`config.mk`:
```
export PLATFORM = sky130hd
export DESIGN_NAME = periodic_timer_table_unit
export DESIGN_NICKNAME = d
export VERILOG_FILES = /design/src/sv/ptt_pkg.sv /design/src/sv/ptt_ram.sv /design/src/sv/periodic_timer_table_unit.sv
export SDC_FILE = /design/constraint.sdc
export NUM_CORES = 1
export LEC_CHECK = 0
export BUFFER_PORTS_ARGS = -buffer_cell sky130_fd_sc_hd__buf_4
export CAP_MARGIN = 0
export CORE_MARGIN = 5
export CORE_UTILIZATION = 35
export CTS_BUF_LIST = sky130_fd_sc_hd__clkbuf_4
export DETAILED_ROUTE_END_ITERATION = 10
export PLACE_DENSITY = 0.5
export SLEW_MARGIN = 5
export SYNTH_ARGS = -nofsm -noshare
export SYNTH_HDL_FRONTEND = slang
export SYNTH_HIERARCHICAL = 1
export SYNTH_SLANG_ARGS = --single-unit
```
`constraint.sdc`:
```
create_clock -name i_clk -period 15.28 [get_ports i_clk]
set_input_delay 0.764 -clock i_clk [delete_from_list [all_inputs] [get_ports i_clk]]
set_output_delay 0.764 -clock i_clk [all_outputs]
set_load 0.005 [all_outputs]
```
`src/sv/ptt_pkg.sv`:
```
// ============================================================================
// ptt_pkg
// Types and codes used by the periodic timer table.
// ============================================================================
`default_nettype none

package ptt_pkg;

    localparam logic [1:0] CMD_TICK = 2'd0;
    localparam logic [1:0] CMD_SET  = 2'd1;
    localparam logic [1:0] CMD_DEL  = 2'd2;

    localparam logic [1:0] KIND_SET  = 2'd0;
    localparam logic [1:0] KIND_DEL  = 2'd1;
    localparam logic [1:0] KIND_FIRE = 2'd2;

    localparam logic [1:0] STAT_OK          = 2'd0;
    localparam logic [1:0] STAT_ZERO_PERIOD = 2'd1;
    localparam logic [1:0] STAT_FULL        = 2'd2;
    localparam logic [1:0] STAT_EMPTY       = 2'd3;

    typedef struct packed {
        logic [1:0]  cmd;
        logic [7:0]  owner;
        logic [15:0] timer_id;
        logic [1:0]  mode;
        logic [15:0] period;
    } t_in;

    typedef struct packed {
        logic [1:0]  kind;
        logic [1:0]  status;
        logic [7:0]  fire_owner;
        logic [15:0] fire_id;
        logic [1:0]  fire_action;
        logic        last;
    } t_out;

endpackage

`default_nettype wire

```
`src/sv/ptt_ram.sv`:
```
// ============================================================================
// ptt_ram
// Generic single-write, single-read memory with a registered read port.
// ============================================================================
`default_nettype none

module ptt_ram #(
    parameter int WIDTH = 58,
    parameter int DEPTH = 16
) (
    input  wire logic                                  i_clk,
    input  wire logic                                  i_wr_en,
    input  wire logic [(DEPTH > 1 ? $clog2(DEPTH) : 1)-1:0] i_wr_addr,
    input  wire logic [WIDTH-1:0]                      i_wr_data,
    input  wire logic                                  i_rd_en,
    input  wire logic [(DEPTH > 1 ? $clog2(DEPTH) : 1)-1:0] i_rd_addr,
    output logic      [WIDTH-1:0]                      o_rd_data
);

    logic [WIDTH-1:0] r_mem [DEPTH];

    always_ff @(posedge i_clk) begin
        if (i_wr_en) begin
            r_mem[i_wr_addr] <= i_wr_data;
        end
        if (i_rd_en) begin
            o_rd_data <= r_mem[i_rd_addr];
        end
    end

endmodule

`default_nettype wire

```
`src/sv/periodic_timer_table_unit.sv`:
```
// A set, or a delete on an empty table, goes through the acknowledge state, and its acknowledge
// is registered in the output register, held while the output is stalled. A delete reads and
// compares the stored entries in order; a removal then moves each later entry up one place.
// A tick visits each stored entry in order to update its count, and can wait while the output is stalled.
// One transaction is worked at a time; the single read port of the entry memory sets the pace.
// Reset empties the table at once through the entry count; no clearing pass is needed.
// ============================================================================
// periodic_timer_table_unit
// Insertion-ordered table of periodic timers that emits fire events on ticks.
// ============================================================================
`default_nettype none

module periodic_timer_table_unit #(
    parameter int TIMER_ENTRIES = 16,
    parameter int PERIOD_BITS   = 16
) (
    input  wire logic          i_clk,
    input  wire logic          i_rst_n,
    input  wire logic          i_in_valid,
    output logic               o_in_stall,
    input  wire ptt_pkg::t_in  i_in_data,
    output logic               o_out_valid,
    input  wire logic          i_out_stall,
    output ptt_pkg::t_out      o_out_data
);

    import ptt_pkg::*;

    localparam int IW       = (TIMER_ENTRIES > 1) ? $clog2(TIMER_ENTRIES) : 1;
    localparam int CW       = $clog2(TIMER_ENTRIES + 1);
    localparam int PB       = PERIOD_BITS;
    localparam int PER_LSB  = PB;
    localparam int MODE_LSB = 2 * PB;
    localparam int ID_LSB   = 2 * PB + 2;
    localparam int OWN_LSB  = 2 * PB + 18;
    localparam int EW       = 2 * PB + 26;

    localparam logic [2:0] ST_IDLE   = 3'd0;
    localparam logic [2:0] ST_ACK    = 3'd1;
    localparam logic [2:0] ST_TEV    = 3'd2;
    localparam logic [2:0] ST_TEND   = 3'd3;
    localparam logic [2:0] ST_DCMP   = 3'd4;
    localparam logic [2:0] ST_DSHIFT = 3'd5;

    logic [2:0]    r_state, n_state;
    logic [IW-1:0] r_idx, n_idx;
    logic [CW-1:0] r_total, n_total;
    logic          r_append, n_append;
    logic          r_hold_valid, n_hold_valid;
    logic          r_out_valid, n_out_valid;
    t_out          r_out, n_out;

    logic [7:0]    r_owner, n_owner;
    logic [15:0]   r_id, n_id;
    logic [1:0]    r_mode, n_mode;
    logic [PB-1:0] r_period, n_period;
    logic [1:0]    r_ack_kind, n_ack_kind;
    logic [1:0]    r_ack_status, n_ack_status;
    logic [7:0]    r_hold_owner, n_hold_owner;
    logic [15:0]   r_hold_id, n_hold_id;
    logic [1:0]    r_hold_mode, n_hold_mode;

    logic          w_wr_en, w_rd_en;
    logic [IW-1:0] w_wr_addr, w_rd_addr;
    logic [EW-1:0] w_wr_data, w_rd_data;

    logic [PB-1:0] w_in_period;
    logic [CW-1:0] w_idx_next, w_idx_next2;
    logic          w_more, w_out_free, w_due, w_match;
    logic [7:0]    w_rd_owner;
    logic [15:0]   w_rd_id;
    logic [1:0]    w_rd_mode;
    logic [PB-1:0] w_rd_period, w_rd_count;

    ptt_ram #(
        .WIDTH(EW),
        .DEPTH(TIMER_ENTRIES)
    ) u_ram (
        .i_clk     (i_clk),
        .i_wr_en   (w_wr_en),
        .i_wr_addr (w_wr_addr),
        .i_wr_data (w_wr_data),
        .i_rd_en   (w_rd_en),
        .i_rd_addr (w_rd_addr),
        .o_rd_data (w_rd_data)
    );

    assign w_in_period = PB'(i_in_data.period);
    assign w_idx_next  = CW'(r_idx) + CW'(1);
    assign w_idx_next2 = CW'(r_idx) + CW'(2);
    assign w_more      = w_idx_next < r_total;
    assign w_out_free  = !r_out_valid || !i_out_stall;

    assign w_rd_owner  = w_rd_data[OWN_LSB +: 8];
    assign w_rd_id     = w_rd_data[ID_LSB +: 16];
    assign w_rd_mode   = w_rd_data[MODE_LSB +: 2];
    assign w_rd_period = w_rd_data[PER_LSB +: PB];
    assign w_rd_count  = w_rd_data[0 +: PB];
    assign w_due       = w_rd_count == w_rd_period;
    assign w_match     = (w_rd_owner == r_owner) && (w_rd_id == r_id);

    assign o_in_stall  = r_state != ST_IDLE;
    assign o_out_valid = r_out_valid;
    assign o_out_data  = r_out;

    always_comb begin
        n_state      = r_state;
        n_idx        = r_idx;
        n_total      = r_total;
        n_append     = r_append;
        n_hold_valid = r_hold_valid;
        n_out_valid  = r_out_valid && i_out_stall;
        n_out        = r_out;
        n_owner      = r_owner;
        n_id         = r_id;
        n_mode       = r_mode;
        n_period     = r_period;
        n_ack_kind   = r_ack_kind;
        n_ack_status = r_ack_status;
        n_hold_owner = r_hold_owner;
        n_hold_id    = r_hold_id;
        n_hold_mode  = r_hold_mode;
        w_wr_en      = 1'b0;
        w_wr_addr    = r_idx;
        w_wr_data    = w_rd_data;
        w_rd_en      = 1'b0;
        w_rd_addr    = w_idx_next[IW-1:0];

        unique case (r_state)
            ST_IDLE: begin
                if (i_in_valid) begin
                    n_owner  = i_in_data.owner;
                    n_id     = i_in_data.timer_id;
                    n_mode   = i_in_data.mode;
                    n_period = w_in_period;
                    n_idx    = '0;
                    n_append = 1'b0;
                    priority if (i_in_data.cmd == CMD_SET) begin
                        n_ack_kind = KIND_SET;
                        n_state    = ST_ACK;
                        priority if (w_in_period == '0) begin
                            n_ack_status = STAT_ZERO_PERIOD;
                        end else if (r_total >= CW'(TIMER_ENTRIES)) begin
                            n_ack_status = STAT_FULL;
                        end else begin
                            n_ack_status = STAT_OK;
                            n_append     = 1'b1;
                        end
                    end else if (i_in_data.cmd == CMD_DEL) begin
                        n_ack_kind = KIND_DEL;
                        if (r_total == '0) begin
                            n_ack_status = STAT_EMPTY;
                            n_state      = ST_ACK;
                        end else begin
                            w_rd_en   = 1'b1;
                            w_rd_addr = '0;
                            n_state   = ST_DCMP;
                        end
                    end else if (i_in_data.cmd == CMD_TICK) begin
                        if (r_total != '0) begin
                            w_rd_en   = 1'b1;
                            w_rd_addr = '0;
                            n_state   = ST_TEV;
                        end
                    end else begin
                        n_state = ST_IDLE;
                    end
                end
            end
            ST_ACK: begin
                if (w_out_free) begin
                    n_out_valid       = 1'b1;
                    n_out.kind        = r_ack_kind;
                    n_out.status      = r_ack_status;
                    n_out.fire_owner  = '0;
                    n_out.fire_id     = '0;
                    n_out.fire_action = '0;
                    n_out.last        = 1'b1;
                    if (r_append) begin
                        w_wr_en   = 1'b1;
                        w_wr_addr = r_total[IW-1:0];
                        w_wr_data = {r_owner, r_id, r_mode, r_period, PB'(1)};
                        n_total   = r_total + CW'(1);
                    end
                    n_state = ST_IDLE;
                end
            end
            ST_TEV: begin
                if (!(w_due && r_hold_valid) || w_out_free) begin
                    w_wr_en = 1'b1;
                    if (w_due) begin
                        w_wr_data = {w_rd_data[EW-1:PB], PB'(1)};
                        if (r_hold_valid) begin
                            n_out_valid       = 1'b1;
                            n_out.kind        = KIND_FIRE;
                            n_out.status      = STAT_OK;
                            n_out.fire_owner  = r_hold_owner;
                            n_out.fire_id     = r_hold_id;
                            n_out.fire_action = r_hold_mode;
                            n_out.last        = 1'b0;
                        end
                        n_hold_valid = 1'b1;
                        n_hold_owner = w_rd_owner;
                        n_hold_id    = w_rd_id;
                        n_hold_mode  = w_rd_mode;
                    end else begin
                        w_wr_data = {w_rd_data[EW-1:PB], w_rd_count + PB'(1)};
                    end
                    if (w_more) begin
                        w_rd_en = 1'b1;
                        n_idx   = w_idx_next[IW-1:0];
                    end else begin
                        n_state = ST_TEND;
                    end
                end
            end
            ST_TEND: begin
                if (!r_hold_valid) begin
                    n_state = ST_IDLE;
                end else if (w_out_free) begin
                    n_out_valid       = 1'b1;
                    n_out.kind        = KIND_FIRE;
                    n_out.status      = STAT_OK;
                    n_out.fire_owner  = r_hold_owner;
                    n_out.fire_id     = r_hold_id;
                    n_out.fire_action = r_hold_mode;
                    n_out.last        = 1'b1;
                    n_hold_valid      = 1'b0;
                    n_state           = ST_IDLE;
                end
            end
            ST_DCMP: begin
                if (w_match) begin
                    w_rd_en = w_more;
                    n_state = ST_DSHIFT;
                end else if (w_more) begin
                    w_rd_en = 1'b1;
                    n_idx   = w_idx_next[IW-1:0];
                end else begin
                    n_ack_status = STAT_OK;
                    n_state      = ST_ACK;
                end
            end
            ST_DSHIFT: begin
                if (w_more) begin
                    w_wr_en   = 1'b1;
                    w_rd_en   = w_idx_next2 < r_total;
                    w_rd_addr = w_idx_next2[IW-1:0];
                    n_idx     = w_idx_next[IW-1:0];
                end else begin
                    n_total      = r_total - CW'(1);
                    n_ack_status = STAT_OK;
                    n_state      = ST_ACK;
                end
            end
            default: begin
                n_state = ST_IDLE;
            end
        endcase
    end

    always_ff @(posedge i_clk) begin
        if (!i_rst_n) begin
            r_state      <= ST_IDLE;
            r_idx        <= '0;
            r_total      <= '0;
            r_append     <= 1'b0;
            r_hold_valid <= 1'b0;
            r_out_valid  <= 1'b0;
        end else begin
            r_state      <= n_state;
            r_idx        <= n_idx;
            r_total      <= n_total;
            r_append     <= n_append;
            r_hold_valid <= n_hold_valid;
            r_out_valid  <= n_out_valid;
        end
    end

    always_ff @(posedge i_clk) begin
        r_out        <= n_out;
        r_owner      <= n_owner;
        r_id         <= n_id;
        r_mode       <= n_mode;
        r_period     <= n_period;
        r_ack_kind   <= n_ack_kind;
        r_ack_status <= n_ack_status;
        r_hold_owner <= n_hold_owner;
        r_hold_id    <= n_hold_id;
        r_hold_mode  <= n_hold_mode;
    end

    a_total_bound: assert property (@(posedge i_clk) disable iff (!i_rst_n)
        r_total <= CW'(TIMER_ENTRIES))
        else $error("Entry count exceeds the table size.");

    a_walk_in_table: assert property (@(posedge i_clk) disable iff (!i_rst_n)
        (r_state == ST_TEV || r_state == ST_DCMP) |-> (CW'(r_idx) < r_total))
        else $error("Walk index is outside the stored entries.");

    a_hold_idle: assert property (@(posedge i_clk) disable iff (!i_rst_n)
        (r_state == ST_IDLE) |-> !r_hold_valid)
        else $error("A fire event is left pending after a transaction.");

    a_write_states: assert property (@(posedge i_clk) disable iff (!i_rst_n)
        w_wr_en |-> (r_state == ST_ACK || r_state == ST_TEV || r_state == ST_DSHIFT))
        else $error("Entry memory written outside an update step.");

    a_total_step: assert property (@(posedge i_clk) disable iff (!i_rst_n)
        (r_total != $past(r_total)) |-> ($past(r_state) == ST_ACK ||
                                         $past(r_state) == ST_DSHIFT))
        else $error("Entry count changed outside a set or delete.");

endmodule

`default_nettype wire
```
==> results.md <==
* Hold Path Depth at 4
* Peak supply drop at 69.95 uV
* Post-synthesis simple-gate area fraction at 0.02663
* Layout cell share with drive strength beyond 1 at 0.3455
* Syn-to-layout area delta at 15.81%
* FF-to-FF Start: r_idx[1]
* Starting Density at 0.3513
* Max-slew headroom at 0.1344
* Clock Sinks at 1103
* Peak fanout along the critical path at 42
* Clk pin slew, worst setup/hold paths at 0.06 ns
* CTS root buf: clkbuf_4
* Crit path required time at 16.14 ns
* Grt ovf at 0
* DR pass1 iterations at 7
* Crit share post-route at 0.4375
* Via Count at 22010
* H-tree level count at 5
* Element type at the critical path start: flop
* Type of the tightest min-delay check: primary input to flop
* Seq/Total Area, Yosys at 0.7721
* Slowest CP cell: mux2i_4
* EDFF count, synth at 1088
* Avg Inst Size Synth at 21.28 um^2
* MaxCap Viol Count at 0
* Number of global-route vias before repair at 23680
* Post-CTS Resized at 0
* Setup tns final at 0 ns
* Post-DP HPWL at 55900 um
* CP bufs+invs at 3
* XOR/XNOR Fraction of Synth Area at 0.009640
* Post-DRT Antenna Nets at 0
* Post-synth ARST share at 0
* Final setup viols at 0
* Maximum number of pins on one net before global-route repair at 67
* First-pass GRT wire length at 162500 um
* Placer congestion estimate at 0.7678
* Synth top area share at 0.7651
* Critical path class: flop to flop
* Syn Nets at 2073
* DR vias/cell at 5.223
* Fillcell total at 10870
* PwrDens at 121.3 nW/um^2
* Final nets at 2464
* RSZ-0062 raised after global routing: no
* Final min period at 6.685 ns
* Status: finished clean
* Worst-path cell chain: ha_1 -> nand2_1 -> xnor2_1 -> ha_1 -> a21o_1 -> a21oi_1 -> and2_1 -> nand2_1 -> mux2i_4 -> buf_4 -> buf_4 -> buf_4 -> mux4_2 -> a22oi_1 -> nand2_1
* FMAX at 149.6 MHz
* Row count at 128
* Worst Max-Slew Pin Slew at 1.295 ns
* Most frequent cells in the layout: 1088 x edfxtp_1, 429 x clkbuf_4, 232 x mux4_2
* Final Max Tran Viols at 0
* Die Area at 129100 um^2
* Critical path's largest stage delay at 0.88 ns
* Seq cells post-synth at 1103
* RR Endpoint: u_ram/o_rd_data[9]
* Hold Path Sink: r_ack_kind[0]
* Crit. End Element: flop
* Post-synthesis compound-gate area fraction at 0.03622
* Fin. Hold Viols at 0
* Post-Syn Area at 42700 um^2
* Top delay family on crit path: buffers and inverters
* Die width at 359.3 um
* Most common cell after layout, fill and taps aside: edfxtp_1
* Cells after synthesis at 2007
* Mux cell area share after synthesis at 0.1363
* Deepest clock path buffer count at 4
* CTS Buf Count at 305
* Crit path DAT at 7.54 ns
* Die H at 359.3 um
* # port buffers at 80
* # IOs at 81
* CTS tree: built
* Adder-cell share of the synthesized area at 0.005450
* Iteration-0 DRC Markers at 1990
* Initial antenna violation count at 6
* Area leader, netlist: edfxtp_1
* Reg-to-reg setup timing slack at 8.60 ns
* P_leak at 0.01612 uW
* Total Routed Length at 112000 um
* Ys Warns at 6
* Core area at 121600 um^2
* Total GRT Usage at 0.1724
* Remaining DRCs at 0
* Synth cell types at 69
* Largest family of logic cells by synthesized area: multiplexers
* Synth top area cells: edfxtp_1 77%, mux4_2 12%, a22oi_1 2.0%
* Worst Skew at 0.07230 ns
* Hold_sp: i_in_data[43]
* Synth Flop Type: edfxtp_1
* Final Util at 0.4068
* Worst R2R Path Depth at 15
* Clk Latency, worst-skew pair at 1.16 ns
* Wire per inst at 26.59 um
[cells in the mapped netlist (2+ instances only)]
cell and number:
and3_1 12, nor4_2 2, mux2i_1 11, a41oi_1 2
buf_2 19, and2_1 31, a32oi_1 2, nand3_1 10
buf_4 11, o21ai_1 2, edfxtp_1 1088, and4_1 2
a21oi_1 22, dfxtp_1 15, mux2_2 43, or3_1 2
nand2_1 87, a21o_1 12, nor2b_1 8, nand2b_1 6
buf_6 12, nor3_1 9, o21ai_0 15, nand4_1 4
mux4_2 232, inv_1 17, or4_1 2, clkbuf_1 39
o21a_1 3, nor2_1 31, ha_1 17, xnor2_1 9
a31oi_1 13, xor2_1 38, a211oi_1 4, buf_1 14
a21boi_1 2, nor4_1 12, nand3b_1 2, a22oi_1 116
[report_power, final]
group / internal (uW) / total [uW] / switching, uW / leakage [uW]
Clock: 1330 / 2490 / 1160 / 0.00214
Sequential: 3320 / 3330 / 13.3 / 0.00996
Combinational: 78.4 / 175 / 96.8 / 0.00402
Total: 4730 / 6000 / 1270 / 0.0161
[worst register-to-register path: cells and delay by family, from the launching register on]
family | cells | cell delay (ns)
DFF | 1 | 0.48
adders and majority gates | 2 | 0.57
AOI/OAI and AO/OA | 3 | 0.64
xor gates and xnor gates | 1 | 0.36
buffers and inverters | 3 | 2.23
and+or+nand+nor | 4 | 0.62
muxes | 2 | 1.49
[how the worst max path moves through the flow]
stage / startpoint / to / slack, ns / cells past startpoint
global placement: r_state[2] / u_ram/o_rd_data[5] / 8.68 / 13
finish: r_idx[1] / u_ram/o_rd_data[9] / 8.60 / 15
CTS: r_idx[1] / u_ram/o_rd_data[9] / 8.47 / 15
floorplan: r_idx[1] / u_ram/r_mem[0][0] / 8.38 / 11
global route: r_idx[1] / u_ram/o_rd_data[9] / 7.89 / 15
detailed placement: r_idx[1] / u_ram/o_rd_data[32] / 8.49 / 15
[cells by family (layout without fill, tap and decap cells)]
kind of cell / count (synthesis) / in the layout
AO/OA/AOI/OAI: 212 / 212
XOR/XNOR: 47 / 47
adder cells (fa/ha/maj): 18 / 18
buffers and inverters: 114 / 692
flip-flops: 1103 / 1103
multiplexers: 286 / 286
other: 0 / 4
AND/OR/NAND/NOR: 227 / 227
[per-stage QoR]
stage | cell area [um^2] | hold slack [ns] | setup slack (ns) | cells | power [uW]
floorplan | 42700 | 0.4204 | 8.377 | 2007 | 3498
global placement | 45410 | 0.4836 | 8.679 | 3669 | 3562
detailed placement | 45410 | 0.4780 | 8.494 | 3669 | 3565
CTS | 49430 | 0.02127 | 8.472 | 4210 | 6097
global route | 49450 | 0.09880 | 7.890 | 4213 | 6295
finish | 49450 | 0.2104 | 8.595 | 4214 | 6001
[flip-flops by register name (all words and copies together), names as in the netlist]
register and flops:
r_hold_owner 8, r_ack_kind 1, r_mode 2, r_id 16, r_state 3, r_append 1
r_hold_mode 2, r_idx 4, o_out_valid 1, u_ram/o_rd_data 58, r_ack_status 2, r_owner 8
r_period 16, r_hold_id 16, r_hold_valid 1, r_total 5, o_out_data 31, u_ram/r_mem 928
[timing repair]
item	in CTS	in global routing
setup buffers	0	0
endpoints found under the setup margin	0	0
hold buffers	47	0
endpoints found under the hold margin	58	0
[cell type report]
| cell class | instances | area (um^2) | share of cell area |
|---|---|---|---|
| clock inverter | 65 | 335.3 | 0.006781 |
| inverter | 19 | 71.32 | 0.001442 |
| tap | 1625 | 2033 | 0.04111 |
| sequential | 1103 | 32970 | 0.6667 |
| timing repair buffer | 179 | 1461 | 0.02955 |
| multi-input combinational | 790 | 9350 | 0.1891 |
| clock buffer | 429 | 3221 | 0.06512 |
| antenna | 4 | 10.01 | 0.0002024 |
[metal layers]
metal / global-route usage / wire (um) / up-vias
li1: - / - / 9359
met1: 0.2359 / 48740 / 11710
met2: 0.2781 / 54950 / 806
met3: 0.04059 / 6853 / 131
met4: 0.04759 / 1491 / 0
met5: 0 / 0 / -
No activity file was read; power rests on OpenSTA's default activity.
